## src/hdl/ubtv_pkg.sv

```systemverilog
// shared types and constants for the bounded utf-8 text validator
// no dependencies; imported by ubtv_step and utf8_bounded_text_validator
`default_nettype none

package ubtv_pkg;

  localparam int CNT_W = 17;
  localparam logic [CNT_W-1:0] CNT_MAX = 17'h1FFFF;
  localparam logic [CNT_W-1:0] MAX_LENGTH_RST = 17'h10000;
  localparam int CP_W = 21;

  // lead byte ranges
  localparam logic [7:0] ASCII_MAX = 8'h7F;
  localparam logic [7:0] LEAD2_MIN = 8'hC2;
  localparam logic [7:0] LEAD2_MAX = 8'hDF;
  localparam logic [7:0] LEAD3_MIN = 8'hE0;
  localparam logic [7:0] LEAD3_MAX = 8'hEF;
  localparam logic [7:0] LEAD4_MIN = 8'hF0;
  localparam logic [7:0] LEAD4_MAX = 8'hF4;
  localparam logic [1:0] CONT_TAG = 2'b10;

  // code point limits
  localparam logic [CP_W-1:0] CP_MIN2 = 21'h00080;
  localparam logic [CP_W-1:0] CP_MIN3 = 21'h00800;
  localparam logic [CP_W-1:0] CP_MIN4 = 21'h10000;
  localparam logic [CP_W-1:0] CP_MAX = 21'h10FFFF;
  localparam logic [CP_W-1:0] SURR_LO = 21'h0D800;
  localparam logic [CP_W-1:0] SURR_HI = 21'h0DFFF;

  typedef enum logic [1:0] {
    SEQ_NONE  = 2'd0,
    SEQ_TWO   = 2'd1,
    SEQ_THREE = 2'd2,
    SEQ_FOUR  = 2'd3
  } seq_class_t;

  typedef struct packed {
    logic [1:0]       pend;
    logic [CP_W-1:0]  cp;
    seq_class_t       cls;
    logic [CNT_W-1:0] cnt;
    logic             err;
  } dec_state_t;

  localparam dec_state_t DEC_STATE_RST = '{
    pend: 2'd0, cp: '0, cls: SEQ_NONE, cnt: '0, err: 1'b0
  };

endpackage

`default_nettype wire

```

## src/hdl/ubtv_step.sv

```systemverilog
// one-item decode step: next decoder state and verdict for one input item
// depends on ubtv_pkg
`default_nettype none

module ubtv_step (
  input  ubtv_pkg::dec_state_t          cur,
  input  logic [ubtv_pkg::CNT_W-1:0]    max_length,
  input  logic [7:0]                    data_byte,
  input  logic                          has_byte,
  input  logic                          is_last,
  output ubtv_pkg::dec_state_t          nxt,
  output logic                          text_valid,
  output logic [ubtv_pkg::CNT_W-1:0]    byte_count
);
  import ubtv_pkg::*;

  logic [CNT_W-1:0] cap;
  logic [CP_W-1:0]  cp_acc;
  logic [CP_W-1:0]  cp_min;
  dec_state_t       st;

  always_comb begin
    cap = (max_length < CNT_MAX) ? max_length + 17'd1 : CNT_MAX;
    cp_acc = {cur.cp[CP_W-7:0], data_byte[5:0]};
    case (cur.cls)
      SEQ_TWO:   cp_min = CP_MIN2;
      SEQ_THREE: cp_min = CP_MIN3;
      default:   cp_min = CP_MIN4;
    endcase

    st = cur;
    if (has_byte) begin
      if (cur.cnt >= max_length) st.err = 1'b1;
      if (cur.cnt < cap) st.cnt = cur.cnt + 17'd1;

      if (cur.pend == 2'd0) begin
        if (data_byte == 8'h00) begin
          st.err = 1'b1;
        end else if (data_byte <= ASCII_MAX) begin
          st.err = st.err;
        end else if (data_byte >= LEAD2_MIN && data_byte <= LEAD2_MAX) begin
          st.pend = 2'd1;
          st.cp   = {16'd0, data_byte[4:0]};
          st.cls  = SEQ_TWO;
        end else if (data_byte >= LEAD3_MIN && data_byte <= LEAD3_MAX) begin
          st.pend = 2'd2;
          st.cp   = {17'd0, data_byte[3:0]};
          st.cls  = SEQ_THREE;
        end else if (data_byte >= LEAD4_MIN && data_byte <= LEAD4_MAX) begin
          st.pend = 2'd3;
          st.cp   = {18'd0, data_byte[2:0]};
          st.cls  = SEQ_FOUR;
        end else begin
          st.err = 1'b1;
        end
      end else if (data_byte[7:6] != CONT_TAG) begin
        // bad continuation drops the open sequence
        st.err  = 1'b1;
        st.pend = 2'd0;
        st.cp   = '0;
        st.cls  = SEQ_NONE;
      end else begin
        st.cp   = cp_acc;
        st.pend = cur.pend - 2'd1;
        if (cur.pend == 2'd1) begin
          if (cp_acc < cp_min || cp_acc > CP_MAX ||
              (cp_acc >= SURR_LO && cp_acc <= SURR_HI)) begin
            st.err = 1'b1;
          end
          st.cp  = '0;
          st.cls = SEQ_NONE;
        end
      end
    end

    // truncated sequence at end of string
    if (st.pend != 2'd0) begin
      text_valid = 1'b0;
    end else begin
      text_valid = ~st.err;
    end
    byte_count = st.cnt;

    nxt = is_last ? DEC_STATE_RST : st;
  end

endmodule

`default_nettype wire

```

## src/hdl/utf8_bounded_text_validator.sv

```systemverilog
// top level of the bounded utf-8 text validator: input register, decode step,
// result register; depends on ubtv_pkg and ubtv_step
`default_nettype none

// path: an accepted item sits in the input register, and the result register loads
//   when the item retires; only last items give a result
// throughput: one item per clock; a last item waits while an untaken result is held
// reset (rst, synchronous): decoder state cleared, both registers empty,
//   max_length back to 65536
module utf8_bounded_text_validator (
  input  logic        clk,
  input  logic        rst,
  // configuration: max_length
  input  logic        cfg_wr_en,
  input  logic [16:0] cfg_wr_data,
  // input stream
  input  logic        s_axis_tvalid,
  output logic        s_axis_tready,
  input  logic [7:0]  s_axis_tdata,   // [7:0] data_byte
  input  logic        s_axis_tuser,   // [0] has_byte
  input  logic        s_axis_tlast,   // is_last
  // result stream
  output logic        m_axis_tvalid,
  input  logic        m_axis_tready,
  output logic [23:0] m_axis_tdata    // [0] text_valid, [17:1] byte_count, [23:18] zero
);
  import ubtv_pkg::*;

  // configuration register
  logic [CNT_W-1:0] max_length;

  // input register
  logic       in_valid;
  logic [7:0] in_byte;
  logic       in_has;
  logic       in_last;

  // decoder state
  dec_state_t state;
  dec_state_t state_next;

  // result register
  logic             out_valid;
  logic             out_text_valid;
  logic [CNT_W-1:0] out_count;

  logic             step_text_valid;
  logic [CNT_W-1:0] step_count;
  logic             out_free;
  logic             advance;

  // the result register frees up when empty or taken this cycle
  assign out_free = ~out_valid | m_axis_tready;
  // items without a result never wait for the output side
  assign advance = in_valid & (~in_last | out_free);
  assign s_axis_tready = ~in_valid | advance;

  always_ff @(posedge clk) begin
    if (rst) begin
      max_length <= MAX_LENGTH_RST;
    end else if (cfg_wr_en) begin
      max_length <= cfg_wr_data;
    end
  end

  // input register
  always_ff @(posedge clk) begin
    if (rst) begin
      in_valid <= 1'b0;
    end else if (s_axis_tready) begin
      in_valid <= s_axis_tvalid;
    end
  end

  always_ff @(posedge clk) begin
    if (s_axis_tready && s_axis_tvalid) begin
      in_byte <= s_axis_tdata;
      in_has  <= s_axis_tuser;
      in_last <= s_axis_tlast;
    end
  end

  ubtv_step u_step (
    .cur        (state),
    .max_length (max_length),
    .data_byte  (in_byte),
    .has_byte   (in_has),
    .is_last    (in_last),
    .nxt        (state_next),
    .text_valid (step_text_valid),
    .byte_count (step_count)
  );

  // decoder state only moves when the held item retires
  always_ff @(posedge clk) begin
    if (rst) begin
      state <= DEC_STATE_RST;
    end else if (advance) begin
      state <= state_next;
    end
  end

  // result register
  always_ff @(posedge clk) begin
    if (rst) begin
      out_valid <= 1'b0;
    end else if (advance && in_last) begin
      out_valid <= 1'b1;
    end else if (m_axis_tready) begin
      out_valid <= 1'b0;
    end
  end

  always_ff @(posedge clk) begin
    if (advance && in_last) begin
      out_text_valid <= step_text_valid;
      out_count      <= step_count;
    end
  end

  assign m_axis_tvalid = out_valid;
  assign m_axis_tdata  = {6'd0, out_count, out_text_valid};

endmodule

`default_nettype wire
```

## config.mk

```make
export PLATFORM = sky130hd
export DESIGN_NAME = utf8_bounded_text_validator
export DESIGN_NICKNAME = d
export VERILOG_FILES = /design/src/hdl/ubtv_pkg.sv /design/src/hdl/ubtv_step.sv /design/src/hdl/utf8_bounded_text_validator.sv
export SDC_FILE = /design/constraint.sdc
export NUM_CORES = 1
export LEC_CHECK = 0
export BUFFER_PORTS_ARGS = -buffer_cell sky130_fd_sc_hd__buf_2
export CORE_MARGIN = 5
export CORE_UTILIZATION = 55
export CTS_BUF_LIST = sky130_fd_sc_hd__clkbuf_4 sky130_fd_sc_hd__clkbuf_8
export DETAILED_ROUTE_END_ITERATION = 10
export HOLD_SLACK_MARGIN = 0.03
export PLACE_DENSITY = 0.86
export SYNTH_ARGS = -nofsm -noshare
export SYNTH_HDL_FRONTEND = slang
export SYNTH_SLANG_ARGS = --single-unit
```

## constraint.sdc

```tcl
create_clock -name clk -period 3.99 [get_ports clk]
set_input_delay 0 -clock clk [delete_from_list [all_inputs] [get_ports clk]]
set_output_delay 0 -clock clk [all_outputs]
set_load 0.02 [all_outputs]
```

==> flow_summary.json <==
{
  "status": "complete, no violations",
  "async_flop_share_pct": 0,
  "cts_buffers": 9,
  "synth_edf_count": 28,
  "r2r-start": "max_length[10]",
  "worstPathCellList": "and4_4 > nand4_1 > nor3_2 > and2_2 > nor2_1 > ha_1 > nand4_1 > nor4_1 > or2_2 > nor2_1 > buf_4 > a211o_1 > a31oi_1",
  "cpLargestDelayFamily": "simple AND/OR/NAND/NOR gates",
  "yosysSeqAreaShare_pct": 39.1,
  "slowest_delay_ns": 0.66,
  "worst_ep_arrival_time_ns": 4.00,
  "drt-wirelength-per-cell_um": 16.5,
  "rows": 34,
  "ant_nets": 0,
  "globalRouteTotalUtil_pct": 23.3,
  "powerDensity_nw_per_um2": 300,
  "p_leak_nw": 2.45,
  "postCtsSetupRepairBufs": 0,
  "antenna_cells": 0,
  "synth-adder-area-share_pct": 10.2,
  "slowest_stage": "nor4_1",
  "die-area_sq_um": 11100,
  "p_int_mw": 1.29,
  "drive_gt1_share_pct": 12.9,
  "ios": 58,
  "synth_top_family_by_area": "simple AND/OR/NAND/NOR gates",
  "timing.final.hold_violations": 0,
  "grt_pass1_vias": 4393,
  "drc_errors": 0,
  "dr_total_vias": 4568,
  "p_sw_mw": 0.466,
  "initial_core_util_pct": 56.9,
  "finalCriticalPeriod_ns": 3.72,
  "crit_fanout": 15,
  "hp-class": "input port to flip-flop",
  "rsz0062_at_grt": "false",
  "r2r_cells": 13,
  "cts_tree": "built",
  "min_from": "cfg_wr_en",
  "grt_pass1_wl_mm": 21.4,
  "tightest_slew_ns": 1.07,
  "hpwl_mm": 8.78,
  "yosys_warnings": 0,
  "worst-path-buf-inv": 1,
  "gr-total-overflow": 0,
  "fin_skew_ns": 0.0174,
  "pwr-share-clk_pct": 35.5,
  "synth-seq-cells": 84,
  "cts.path.max_buffers": 2,
  "syn_inst": 575,
  "gp_congestion": 0.911,
  "synth-simple-area-share_pct": 22.5,
  "min_path_cells": 3,
  "nNetsFinal": 725,
  "synthMuxAreaShare_pct": 3.59,
  "drt_first_pass_iters": 5,
  "route.final.wire_length_mm": 12.6,
  "reg2reg_setup_slack_ns": 0.27,
  "min_to": "max_length[16]",
  "netlist_area_sq_um": 5010,
  "syn_avg_cell_area_sq_um": 8.72,
  "final_max_slew_viol_count": 0,
  "viasPerCell": 5.97,
  "htreeDepth": 3,
  "cap_violations": 0,
  "core-area_sq_um": 8810,
  "setup_viol": 0,
  "insertion_delay_ns": 0.36,
  "synth_top_cell_by_area": "dfxtp_1",
  "worstReg2RegEnd": "state[10]",
  "die_h_um": 105,
  "clk_pin_slew_worst_paths_ns": 0.09,
  "ctsRootBufferMaster": "clkbuf_8",
  "numPortBuffers": 51,
  "pwr-share-seq_pct": 53.1,
  "synth_compound_area_share_pct": 14.3,
  "required_ns": 4.28,
  "ir_worst_vdd_mv": 0.222,
  "drtIter0Drc": 419,
  "die_x_um": 105,
  "yosysUniqueCellTypes": 60,
  "timing.slew.headroom_pct": 28.2,
  "fmax_mhz": 269,
  "holdWs_ns": 0.173,
  "switching_share_pct": 26.6,
  "area_delta_synth_final_pct": 16.5,
  "p_comb_share_pct": 11.4,
  "finalSetupTns_ns": 0,
  "synth_xor_area_share_pct": 5.07,
  "synth_flop_cell": "dfxtp_1",
  "cp-end-kind": "flip-flop",
  "numClockSinks": 84,
  "synth.area.top_cells": "dfxtp_1, edfxtp_1, ha_1, nand2_1, nor2_1",
  "path_class": "flip-flop to flip-flop",
  "critPathLaunchType": "flip-flop",
  "post-route-period-util_pct": 93.1,
  "grt_max_degree": 42,
  "antenna_found_initial": 0,
  "yosysTopAreaCellShare_pct": 22.4
}
how the worst max path moves through the flow:
| stage | startpoint | to | slack, ns | depth (start not counted) |
|---|---|---|---|---|
| floorplan | max_length[10] | state[17] | 0.35 | 15 |
| global placement | max_length[10] | state[17] | 0.43 | 13 |
| detailed placement | max_length[10] | state[17] | 0.29 | 13 |
| CTS | max_length[10] | state[17] | 0.27 | 13 |
| global route | max_length[1] | state[10] | 0.03 | 14 |
| finish | max_length[10] | state[10] | 0.27 | 13 |
layer usage:
layer / track usage (%) / share of wire (%)
met5: 0 / 0
met4: 7.40 / 1.8
met3: 4.22 / 6.9
met2: 38.0 / 48
met1: 31.3 / 44
flip-flops by register name, indices dropped and copies added, names as in the netlist:
name,flops
in_has,1
state,37
in_byte,8
max_length,17
out_count,17
in_last,1
in_valid,1
out_text_valid,1
m_axis_tvalid,1
per-stage QoR:
| step | area, sq um | util, % | setup WS, ns | std cells | power (mW) |
|---|---|---|---|---|---|
| floorplan | 5030 | - | 0.349 | 580 | 1.07 |
| global placement | 5330 | 60.6 | 0.432 | 719 | 1.11 |
| detailed placement | 5330 | 60.6 | 0.289 | 719 | 1.12 |
| CTS | 5830 | 66.2 | 0.270 | 765 | 1.75 |
| global route | 5840 | 66.3 | 0.0296 | 765 | 1.82 |
| finish | 5840 | 66.3 | 0.274 | 765 | 1.75 |
tightest hold or removal path: cells and delay by family:
family | cells | cell delay (ns)
compound gates | 1 | 0.07
buf+inv | 1 | 0.26
simple gates | 1 | 0.13
Yosys cell counts, types with 2 or more instances:
master	n
nand2_1	66
nor2_1	63
dfxtp_1	56
ha_1	41
a21oi_1	36
inv_1	33
nand3_1	30
edfxtp_1	28
xnor2_1	21
o21ai_0	19
mux2i_1	18
clkbuf_1	15
nand4_1	13
and3_1	12
a31oi_1	11
nor3_1	10
o31ai_1	8
xor2_1	8
buf_4	7
a21o_1	5
nor4_1	5
o211ai_1	5
o21a_1	5
or3_1	5
or4_1	5
a22o_1	4
nor2b_1	4
a211o_1	3
and2_1	3
o22ai_1	3
a211oi_1	2
buf_1	2
o32ai_1	2
timing repair:
action / 4_1_cts / 5_1_grt
resized for setup: 0 / 2
hold endpoints to repair: 29 / 0
hold buffers: 30 / 0
endpoints found under the setup margin: 0 / 2
logic make-up after synthesis:
kind of cell / Yosys count
other cells: 1
xor+xnor: 29
buf+inv: 59
simple gates: 231
fa+ha+maj: 41
flops: 84
compound gates: 112
mux: 18
final cells by class:
cell class,count,area (sq um)
Fill cell,679,2970
Tap cell,108,135
Timing Repair Buffer,87,601
Multi-Input combinational cell,437,2820
Clock buffer,10,131
Sequential cell,84,1960
Clock inverter,6,65.1
Inverter,33,124
cells in the final DEF (no fill, tap or decap), types with 5 or more instances in the layout:
cell type / n
dfxtp_1: 56
and3_1: 12
or3_1: 5
o211ai_1: 5
conb_1: 6
o21ai_0: 19
nand3_1: 30
clkbuf_8: 9
inv_1: 33
a31oi_1: 11
nor2_1: 63
o31ai_1: 8
nand2_1: 66
or4_1: 5
a21o_1: 5
buf_2: 51
a21oi_1: 36
nor3_1: 10
ha_1: 41
buf_4: 6
xor2_1: 8
dlygate4sd3_1: 30
mux2i_1: 18
xnor2_1: 21
nand4_1: 13
edfxtp_1: 28
power groups by stage:
stage / Combinational (mW) / Sequential, mW / Clock (mW)
floorplan: 0.124 / 0.944 / 0
global placement: 0.167 / 0.947 / 0
detailed placement: 0.173 / 0.949 / 0
CTS: 0.196 / 0.930 / 0.627
global route: 0.222 / 0.933 / 0.669
finish: 0.201 / 0.931 / 0.622
No activity file was read; power rests on OpenSTA's default activity.
